### config.mk
export PLATFORM = sky130hd
export DESIGN_NAME = pupq_ctrl
export DESIGN_NICKNAME = d
export VERILOG_FILES = /design/src/rtl/core/pupq_pkg.sv /design/src/rtl/core/pupq_ctrl.sv
export VERILOG_INCLUDE_DIRS = /design/src /design/src/rtl/core
export SDC_FILE = /design/constraint.sdc
export NUM_CORES = 1
export LEC_CHECK = 0
export ABC_CLOCK_PERIOD_IN_PS = 8420
export BUFFER_PORTS_ARGS = -buffer_cell sky130_fd_sc_hd__clkbuf_2
export CELL_PAD_IN_SITES_DETAIL_PLACEMENT = 0
export CELL_PAD_IN_SITES_GLOBAL_PLACEMENT = 1
export CORE_MARGIN = 5
export CORE_UTILIZATION = 44
export DETAILED_ROUTE_END_ITERATION = 12
export PLACE_DENSITY = 0.82
export REMOVE_ABC_BUFFERS = 1
export SYNTH_ARGS = -nofsm -noshare
export SYNTH_HDL_FRONTEND = slang
export SYNTH_SLANG_ARGS = --single-unit
### constraint.sdc
create_clock -name clock -period 8.42 [get_ports clock]
set_input_delay 1.684 -clock clock [delete_from_list [all_inputs] [get_ports clock]]
set_output_delay 1.684 -clock clock [all_outputs]
set_load 0.02 [all_outputs]
### src/rtl/core/priority_upload_queue_with_byte_caps_unit_macros.svh
// ----------------------------------------------------------------------------
// Assertion macros for the priority upload queue
// Shared property wrappers, clocked on clock and held off during reset.
// ----------------------------------------------------------------------------
`ifndef PRIORITY_UPLOAD_QUEUE_WITH_BYTE_CAPS_UNIT_MACROS_SVH
`define PRIORITY_UPLOAD_QUEUE_WITH_BYTE_CAPS_UNIT_MACROS_SVH

// consequent must hold in the same cycle as the antecedent
`define PUPQ_ASSERT_SAME(lbl, ante, cons, msg) \
   lbl: assert property (@(posedge clock) disable iff (reset) (ante) |-> (cons)) \
      else $error(msg);

// consequent must hold in the cycle after the antecedent
`define PUPQ_ASSERT_NEXT(lbl, ante, cons, msg) \
   lbl: assert property (@(posedge clock) disable iff (reset) (ante) |=> (cons)) \
      else $error(msg);

`endif

### src/rtl/core/pupq_pkg.sv
// ----------------------------------------------------------------------------
// pupq_pkg
// Widths, codes and shared types of the priority upload queue.
// ----------------------------------------------------------------------------
package pupq_pkg;

   // queue geometry
   localparam int QUEUE_DEPTH = 256;
   localparam int CLASSES     = 4;
   localparam int CLS_W       = 2;
   localparam int PTR_W       = $clog2(QUEUE_DEPTH);
   localparam int FILL_W      = $clog2(QUEUE_DEPTH + 1);
   localparam int ADDR_W      = CLS_W + PTR_W;
   localparam int ENTRY_DEPTH = CLASSES * QUEUE_DEPTH;

   // field widths
   localparam int TAG_W     = 16;
   localparam int BYTES_W   = 24;
   localparam int ENTRY_W   = TAG_W + BYTES_W;
   localparam int KIND_W    = 2;
   localparam int ITEMS_W   = 11;
   localparam int QBYTES_W  = 32;
   localparam int CAP_W     = 31;
   localparam int INFL_W    = 8;
   localparam int DROP_W    = 32;
   localparam int CSR_IDX_W = 2;
   localparam int CSR_W     = 31;

   // register reset values
   localparam logic [CAP_W-1:0]  SOFT_CAP_RESET      = CAP_W'(128 * 1024 * 1024);
   localparam logic [CAP_W-1:0]  HARD_CAP_RESET      = CAP_W'(256 * 1024 * 1024);
   localparam logic [INFL_W-1:0] MAX_IN_FLIGHT_RESET = INFL_W'(3);

   // command codes
   typedef enum logic [KIND_W-1:0] {
      KIND_ENQUEUE        = 2'd0,
      KIND_GATED_DRAIN    = 2'd1,
      KIND_SHUTDOWN_DRAIN = 2'd2,
      KIND_COMPLETION     = 2'd3
   } kind_type;

   // traffic classes, highest priority first
   typedef enum logic [CLS_W-1:0] {
      CLS_METADATA = 2'd0,
      CLS_LOGS     = 2'd1,
      CLS_METRICS  = 2'd2,
      CLS_TRACES   = 2'd3
   } class_type;

   // configuration register indexes
   typedef enum logic [CSR_IDX_W-1:0] {
      CSR_SOFT_CAP      = 2'd0,
      CSR_HARD_CAP      = 2'd1,
      CSR_MAX_IN_FLIGHT = 2'd2
   } csr_index_type;

   // controller states
   typedef enum logic {
      FSM_IDLE = 1'b0,
      FSM_EXEC = 1'b1
   } fsm_type;

   // configuration seen by the controller
   typedef struct packed {
      logic [CAP_W-1:0]  soft_cap;
      logic [CAP_W-1:0]  hard_cap;
      logic [INFL_W-1:0] max_in_flight;
   } cfg_type;

   // entry memory access
   typedef struct packed {
      logic              write_en;
      logic              read_en;
      logic [ADDR_W-1:0] addr;
      logic [ENTRY_W-1:0] write_data;
   } mem_req_type;

endpackage

### src/rtl/core/pupq_ctrl.sv
// ----------------------------------------------------------------------------
// pupq_ctrl
// Command sequencer: class pointers, admission, drain select and counters.
// ----------------------------------------------------------------------------
`include "priority_upload_queue_with_byte_caps_unit_macros.svh"

module pupq_ctrl (
   input  logic                          clock,
   input  logic                          reset,
   input  logic                          start,
   output logic                          busy,
   input  logic [pupq_pkg::KIND_W-1:0]   req_kind,
   input  logic [pupq_pkg::CLS_W-1:0]    req_priority_req,
   input  logic [pupq_pkg::BYTES_W-1:0]  req_payload_bytes,
   input  logic [pupq_pkg::TAG_W-1:0]    req_tag,
   input  pupq_pkg::cfg_type             cfg,
   output pupq_pkg::mem_req_type         mem_req,
   input  logic [pupq_pkg::ENTRY_W-1:0]  mem_rd_data,
   output logic                          rsp_strobe,
   output logic                          rsp_accepted,
   output logic                          rsp_dropped,
   output logic                          rsp_issued,
   output logic [pupq_pkg::TAG_W-1:0]    rsp_issued_tag,
   output logic [pupq_pkg::CLS_W-1:0]    rsp_issued_priority,
   output logic [pupq_pkg::BYTES_W-1:0]  rsp_issued_bytes,
   output logic [pupq_pkg::QBYTES_W-1:0] rsp_queued_bytes_now,
   output logic [pupq_pkg::ITEMS_W-1:0]  rsp_queued_items_now,
   output logic [pupq_pkg::INFL_W-1:0]   rsp_in_flight_now,
   output logic [pupq_pkg::DROP_W-1:0]   rsp_drop_total_now
);
   import pupq_pkg::*;

   fsm_type state_ff, state_in;
   logic    accept;

   // per-class FIFO pointers and fill levels
   logic [PTR_W-1:0]  heads_ff [CLASSES];
   logic [PTR_W-1:0]  tails_ff [CLASSES];
   logic [FILL_W-1:0] fill_ff  [CLASSES];

   // totals
   logic [QBYTES_W-1:0] queued_bytes_ff, queued_bytes_in;
   logic [ITEMS_W-1:0]  queued_items_ff, queued_items_in;
   logic [INFL_W-1:0]   outstanding_ff, outstanding_in;
   logic [DROP_W-1:0]   drop_count_ff, drop_count_in;

   // latched command
   kind_type           op_kind_ff;
   class_type          op_cls_ff;
   logic [PTR_W-1:0]   op_ptr_ff;
   logic               op_found_ff;
   logic [BYTES_W-1:0] op_bytes_ff;
   logic [TAG_W-1:0]   op_tag_ff;

   // response payload
   logic               rsp_strobe_ff;
   logic               rsp_accepted_ff, rsp_dropped_ff, rsp_issued_ff;
   logic [TAG_W-1:0]   rsp_issued_tag_ff;
   logic [CLS_W-1:0]   rsp_issued_priority_ff;
   logic [BYTES_W-1:0] rsp_issued_bytes_ff;

   // accept-side selection
   logic               any_filled;
   logic [CLS_W-1:0]   drain_cls;
   logic [CLS_W-1:0]   sel_cls;
   logic [PTR_W-1:0]   sel_ptr;
   kind_type           req_kind_c;

   // execute-side decisions
   logic [CAP_W-1:0]    hard_eff;
   logic                cap_drop, fifo_full, admit, refuse, gate_ok, issue;
   logic [PTR_W-1:0]    ptr_next;
   logic [FILL_W-1:0]   fill_sel;
   logic [QBYTES_W:0]   bytes_sum;
   logic [TAG_W-1:0]    rd_tag;
   logic [BYTES_W-1:0]  rd_bytes;
   logic [QBYTES_W-1:0] rd_bytes_ext;

   assign req_kind_c = kind_type'(req_kind);
   assign accept     = start && (state_ff == FSM_IDLE);

   // highest-priority non-empty class
   always_comb begin
      any_filled = 1'b0;
      drain_cls  = '0;
      for (int c = CLASSES - 1; c >= 0; c--) begin
         if (fill_ff[c] != '0) begin
            any_filled = 1'b1;
            drain_cls  = CLS_W'(c);
         end
      end
   end

   // entry pointer for the command being taken
   assign sel_cls = (req_kind_c == KIND_ENQUEUE) ? req_priority_req : drain_cls;
   assign sel_ptr = (req_kind_c == KIND_ENQUEUE) ? tails_ff[sel_cls] : heads_ff[sel_cls];

   // next state
   always_comb begin
      state_in = state_ff;
      unique case (state_ff)
         FSM_IDLE: begin
            if (start) state_in = FSM_EXEC;
         end
         FSM_EXEC: state_in = FSM_IDLE;
         default:  state_in = FSM_IDLE;
      endcase
   end

   // state outputs: busy flag and memory port
   always_comb begin
      busy    = 1'b0;
      mem_req = '0;
      unique case (state_ff)
         FSM_IDLE: begin
            mem_req.read_en = accept;
            mem_req.addr    = {sel_cls, sel_ptr};
         end
         FSM_EXEC: begin
            busy               = 1'b1;
            mem_req.write_en   = admit;
            mem_req.addr       = {op_cls_ff, op_ptr_ff};
            mem_req.write_data = {op_tag_ff, op_bytes_ff};
         end
         default: busy = 1'b1;
      endcase
   end

   // admission and drain decisions
   assign hard_eff  = (cfg.hard_cap > cfg.soft_cap) ? cfg.hard_cap : cfg.soft_cap;
   assign fill_sel  = fill_ff[op_cls_ff];
   assign cap_drop  = ((op_cls_ff == CLS_TRACES) &&
                       (queued_bytes_ff >= {1'b0, cfg.soft_cap})) ||
                      ((op_cls_ff != CLS_METADATA) &&
                       (queued_bytes_ff >= {1'b0, hard_eff}));
   assign fifo_full = (fill_sel >= FILL_W'(QUEUE_DEPTH));
   assign ptr_next  = (op_ptr_ff == PTR_W'(QUEUE_DEPTH - 1)) ? '0 : op_ptr_ff + 1'b1;

   always_comb begin
      admit   = 1'b0;
      refuse  = 1'b0;
      gate_ok = 1'b0;
      case (op_kind_ff)
         KIND_ENQUEUE: begin
            admit  = !cap_drop && !fifo_full;
            refuse = cap_drop || fifo_full;
         end
         KIND_GATED_DRAIN:    gate_ok = (outstanding_ff < cfg.max_in_flight);
         KIND_SHUTDOWN_DRAIN: gate_ok = 1'b1;
         default:             gate_ok = 1'b0;
      endcase
      admit  = admit && (state_ff == FSM_EXEC);
      refuse = refuse && (state_ff == FSM_EXEC);
   end

   assign issue = (state_ff == FSM_EXEC) && gate_ok && op_found_ff;

   assign rd_tag       = mem_rd_data[ENTRY_W-1:BYTES_W];
   assign rd_bytes     = mem_rd_data[BYTES_W-1:0];
   assign rd_bytes_ext = {{(QBYTES_W - BYTES_W){1'b0}}, rd_bytes};
   assign bytes_sum    = {1'b0, queued_bytes_ff} +
                         {{(QBYTES_W + 1 - BYTES_W){1'b0}}, op_bytes_ff};

   // totals after the step
   always_comb begin
      queued_bytes_in = queued_bytes_ff;
      queued_items_in = queued_items_ff;
      outstanding_in  = outstanding_ff;
      drop_count_in   = drop_count_ff;
      if (admit) begin
         queued_items_in = queued_items_ff + 1'b1;
         queued_bytes_in = bytes_sum[QBYTES_W] ? '1 : bytes_sum[QBYTES_W-1:0];
      end
      if (refuse && (drop_count_ff != '1)) begin
         drop_count_in = drop_count_ff + 1'b1;
      end
      if (issue) begin
         if (queued_items_ff != '0) queued_items_in = queued_items_ff - 1'b1;
         queued_bytes_in = (queued_bytes_ff > rd_bytes_ext) ?
                           queued_bytes_ff - rd_bytes_ext : '0;
         if (outstanding_ff != '1) outstanding_in = outstanding_ff + 1'b1;
      end
      if ((state_ff == FSM_EXEC) && (op_kind_ff == KIND_COMPLETION) &&
          (outstanding_ff != '0)) begin
         outstanding_in = outstanding_ff - 1'b1;
      end
   end

   // control registers
   always_ff @(posedge clock) begin
      if (reset) begin
         state_ff        <= FSM_IDLE;
         queued_bytes_ff <= '0;
         queued_items_ff <= '0;
         outstanding_ff  <= '0;
         drop_count_ff   <= '0;
         rsp_strobe_ff   <= 1'b0;
         for (int c = 0; c < CLASSES; c++) begin
            heads_ff[c] <= '0;
            tails_ff[c] <= '0;
            fill_ff[c]  <= '0;
         end
      end else begin
         state_ff        <= state_in;
         queued_bytes_ff <= queued_bytes_in;
         queued_items_ff <= queued_items_in;
         outstanding_ff  <= outstanding_in;
         drop_count_ff   <= drop_count_in;
         rsp_strobe_ff   <= (state_ff == FSM_EXEC);
         if (admit) begin
            tails_ff[op_cls_ff] <= ptr_next;
            fill_ff[op_cls_ff]  <= fill_sel + 1'b1;
         end
         if (issue) begin
            heads_ff[op_cls_ff] <= ptr_next;
            fill_ff[op_cls_ff]  <= fill_sel - 1'b1;
         end
      end
   end

   // command latch
   always_ff @(posedge clock) begin
      if (accept) begin
         op_kind_ff  <= req_kind_c;
         op_cls_ff   <= class_type'(sel_cls);
         op_ptr_ff   <= sel_ptr;
         op_found_ff <= any_filled;
         op_bytes_ff <= req_payload_bytes;
         op_tag_ff   <= req_tag;
      end
   end

   // response word
   always_ff @(posedge clock) begin
      if (state_ff == FSM_EXEC) begin
         rsp_accepted_ff        <= admit;
         rsp_dropped_ff         <= refuse;
         rsp_issued_ff          <= issue;
         rsp_issued_tag_ff      <= issue ? rd_tag : '0;
         rsp_issued_priority_ff <= issue ? op_cls_ff : '0;
         rsp_issued_bytes_ff    <= issue ? rd_bytes : '0;
      end
   end

   assign rsp_strobe           = rsp_strobe_ff;
   assign rsp_accepted         = rsp_accepted_ff;
   assign rsp_dropped          = rsp_dropped_ff;
   assign rsp_issued           = rsp_issued_ff;
   assign rsp_issued_tag       = rsp_issued_tag_ff;
   assign rsp_issued_priority  = rsp_issued_priority_ff;
   assign rsp_issued_bytes     = rsp_issued_bytes_ff;
   // totals stay put until the next command executes
   assign rsp_queued_bytes_now = queued_bytes_ff;
   assign rsp_queued_items_now = queued_items_ff;
   assign rsp_in_flight_now    = outstanding_ff;
   assign rsp_drop_total_now   = drop_count_ff;

   // checks
   `PUPQ_ASSERT_NEXT(a_exec_after_accept, start && !busy, state_ff == FSM_EXEC,
      "accepted command did not enter execute")
   `PUPQ_ASSERT_NEXT(a_strobe_after_exec, state_ff == FSM_EXEC, rsp_strobe_ff,
      "execute cycle produced no response word")
   `PUPQ_ASSERT_SAME(a_single_outcome, rsp_strobe_ff,
      !(rsp_accepted_ff && rsp_dropped_ff) &&
      !((rsp_accepted_ff || rsp_dropped_ff) && rsp_issued_ff),
      "response word carries conflicting outcomes")
   `PUPQ_ASSERT_SAME(a_items_match_fill, 1'b1,
      queued_items_ff == ITEMS_W'(fill_ff[0]) + ITEMS_W'(fill_ff[1]) +
                         ITEMS_W'(fill_ff[2]) + ITEMS_W'(fill_ff[3]),
      "queued item count disagrees with class fill levels")

endmodule
==> metrics.md <==
| Metric | Value |
|---|---|
| Worst Setup Path Type | `in2out` |
| Clock tree from TritonCTS | `done` |
| Setup ws final | `0.4621 ns` |
| Area of the die | `46150 um^2` |
| Hold depth | `2` |
| Total power draw | `3796 uW` |
| CTS Hold Bufs | `0` |
| Die Width | `214.8 um` |
| GRT Residual Overflow | `0` |
| Critical path fanouts, max | `31` |
| Clk pin slew, worst setup/hold paths | `0.06 ns` |
| DR vias/cell | `5.670` |
| Fraction of registers with async set or reset after synthesis | `0%` |
| Worst-margin pin slew | `0.9474 ns` |
| EDFF count, synth | `198` |
| Num rows | `75` |
| Syn avg cell area | `9.603 um^2` |
| Pwr dens | `173.9 nW/um^2` |
| Sequential-to-total area share from yosys stat | `41.65%` |
| Dpl cells | `2744` |
| CTS H-tree depth | `2` |
| Yosys warns | `0` |
| Drt total wl | `56.95 mm` |
| Cell variety after synth | `77` |
| P_leak | `0.009909 uW` |
| Largest net degree at the start of global routing | `70` |
| Max capacitance violation total | `0` |
| DRT iter0 DRCs | `1100` |
| Num CTS Buffers | `34` |
| Post-DRT Antenna Nets | `0` |
| VDD IR max | `0.0001880 V` |
| Worst skew pair latency | `0.54 ns` |
| Layout cells sized above 1 | `20.87%` |
| Dpl ws | `0.5315 ns` |
| Max_slew headroom | `36.84%` |
| Final min period | `7.958 ns` |
| Most common flop cell mapped by yosys | `edfxtp_1` |
| Final Hold Viols | `0` |
| R2R depth | `18` |
| Via count | `15.90k` |
| Worst path required time | `6.74 ns` |
| Number of diodes | `0` |
| Initial antenna violation count | `0` |
| Detailed placement HPWL | `43.13 mm` |
| Vias in the first global route | `16.02k` |
| RSZ-0062 raised after global routing | `no` |
| Status | `completed` |
| DRC viols | `0` |
| First-pass GRT wire length | `89.29 mm` |
| Gate Count Post-Synth | `1922` |
| Crit path capture type | `output pin` |
| Worst Setup Start Kind | `input pin` |
| Most common cell after layout, fill and taps aside | `clkbuf_2` |
| Post-CTS Setup Inserts | `0` |
| Total core area | `41760 um^2` |
| Post-Syn Area | `18460 um^2` |
| Finished Layout Cells | `2805` |
| Die Ht | `214.8 um` |
| Final setup fails | `0` |
| Part of the cycle the worst path needs | `94.51%` |
| I/O Pins | `339` |
| Arrival @ worst endpoint | `6.27 ns` |
| Sink Count | `285` |
| Initial Utilization | `44.20%` |
| Bufs on Longest Clock Path | `3` |
| Wire per inst | `20.30 um` |
| Final setup skew | `0.01893 ns` |
| Placer Congestion | `0.9152` |
| Max-slew violations | `0` |
| Fmax | `125.7 MHz` |
| Post-CTS Resized | `0` |
| CTS root buffer | `clkbuf_16` |
| #FFs+latches synth | `285` |
| Number of I/O port buffers | `338` |
| Worst min-delay path class | `reg2reg` |
| Nets@finish | `2571` |
| Most frequent cells in the layout | `337 x clkbuf_2, 235 x nor2_1, 198 x edfxtp_1` |
| Total global routing track utilization | `23.85%` |
| Area grow syn2layout | `18.30%` |
| DRT Pass-1 Iters | `5` |
kinds of logic after synthesis:
kind of cell	synth area share [%]
AND/OR/NAND/NOR	17.81
adder cells (fa/ha/maj)	11.89
XOR/XNOR	3.559
flip-flops	41.65
multiplexers	5.979
buffers and inverters	4.243
AO/OA/AOI/OAI	14.87
final cells by class:
cell class                      count  area (um^2)
Clock buffer                       49        968.4
Clock inverter                     12        130.1
Fill cell                        3887        19920
Inverter                          118        442.9
Multi-Input combinational cell   1436        10010
Sequential cell                   285         7691
Tap cell                          539        674.4
Timing Repair Buffer              366         1914
worst max-delay path, stage by stage:
cell	delay (ns)
clkbuf_2	0.09
inv_1	0.06
ha_1	0.29
a21o_1	0.16
a21o_1	0.17
a21o_1	0.17
a21oi_1	0.15
nor2b_1	0.07
a2111oi_0	0.36
o221ai_1	0.21
o41ai_2	0.11
buf_12	0.29
mux2i_1	0.12
ha_1	0.30
nand4b_1	0.17
nor4_1	0.52
nand4_1	0.21
a211oi_1	0.43
a311oi_1	0.14
nand3_1	0.31
inv_1	0.08
clkbuf_2	0.16
routing by layer:
metal	GRT usage (%)	wire, um
met3	3.645	3344
met4	7.129	1637
met5	0	0
met2	41.59	27940
met1	30.75	24030
sequential cells by signal, indices dropped and copies added (netlist names), 2 cells and up, named ones only:
signal	count
tails_ff	32
op_bytes_ff	24
rsp_issued_priority	2
rsp_issued_bytes	24
rsp_issued_tag	16
op_cls_ff	2
op_kind_ff	2
rsp_queued_items_now	11
rsp_in_flight_now	8
heads_ff	32
op_ptr_ff	8
rsp_queued_bytes_now	32
fill_ff	36
rsp_drop_total_now	32
op_tag_ff	16
Yosys cell counts (8+ instances only):
library cell	n	area (um^2)
nor4_1	26	162.7
mux2_2	16	180.2
a21o_1	38	285.3
or3_1	21	131.4
a31oi_1	9	56.30
clkbuf_1	68	255.2
nor3_1	44	220.2
o21ai_0	79	395.4
nand2_1	109	409.1
mux4_2	17	382.9
nand2b_1	13	81.33
xor2_1	42	367.9
inv_1	117	439.2
nor2_1	235	882.1
a211oi_1	36	270.3
o211ai_1	11	82.58
a21oi_1	137	685.7
ha_1	169	2115
buf_2	8	40.04
xnor2_1	33	289.0
mux2i_1	54	540.5
a221oi_1	14	122.6
a2111oi_0	8	70.07
o21a_1	21	157.7
edfxtp_1	198	5946
and2_1	66	412.9
dfxtp_1	87	1742
nand3_1	64	320.3
nor2b_1	20	125.1
nand4_1	20	125.1
and3_1	23	143.9
per-stage QoR:
stage                     TNS (ns)  utilization [%]  hold slack [ns]  area [um^2]
after CTS                        0            52.29           0.4923        21830
after global placement           0            49.64           0.4639        20730
after detailed placement         0            49.66           0.4842        20740
after floorplan            -493.11                -           0.5374        18120
after global routing             0            52.29           0.5580        21830
final                            0            52.29           0.4963        21830
final timing paths:
path / start / to / slack (ns)
worst max-delay path: cfg[63] / mem_req[51] / 0.46
worst min-delay path: rsp_drop_total_now[11] / rsp_drop_total_now[11] / 0.50
worst min register to register: rsp_drop_total_now[11] / rsp_drop_total_now[11] / 0.50
worst max register to register: rsp_in_flight_now[2] / fill_ff[0][8] / 3.34
where the power goes:
part | leakage (uW) | internal, uW | switching, uW
Clock | 0.000541 | 845 | 607
Sequential | 0.00270 | 1560 | 72.7
Combinational | 0.00667 | 277 | 433
No activity file was read; power rests on OpenSTA's default activity.
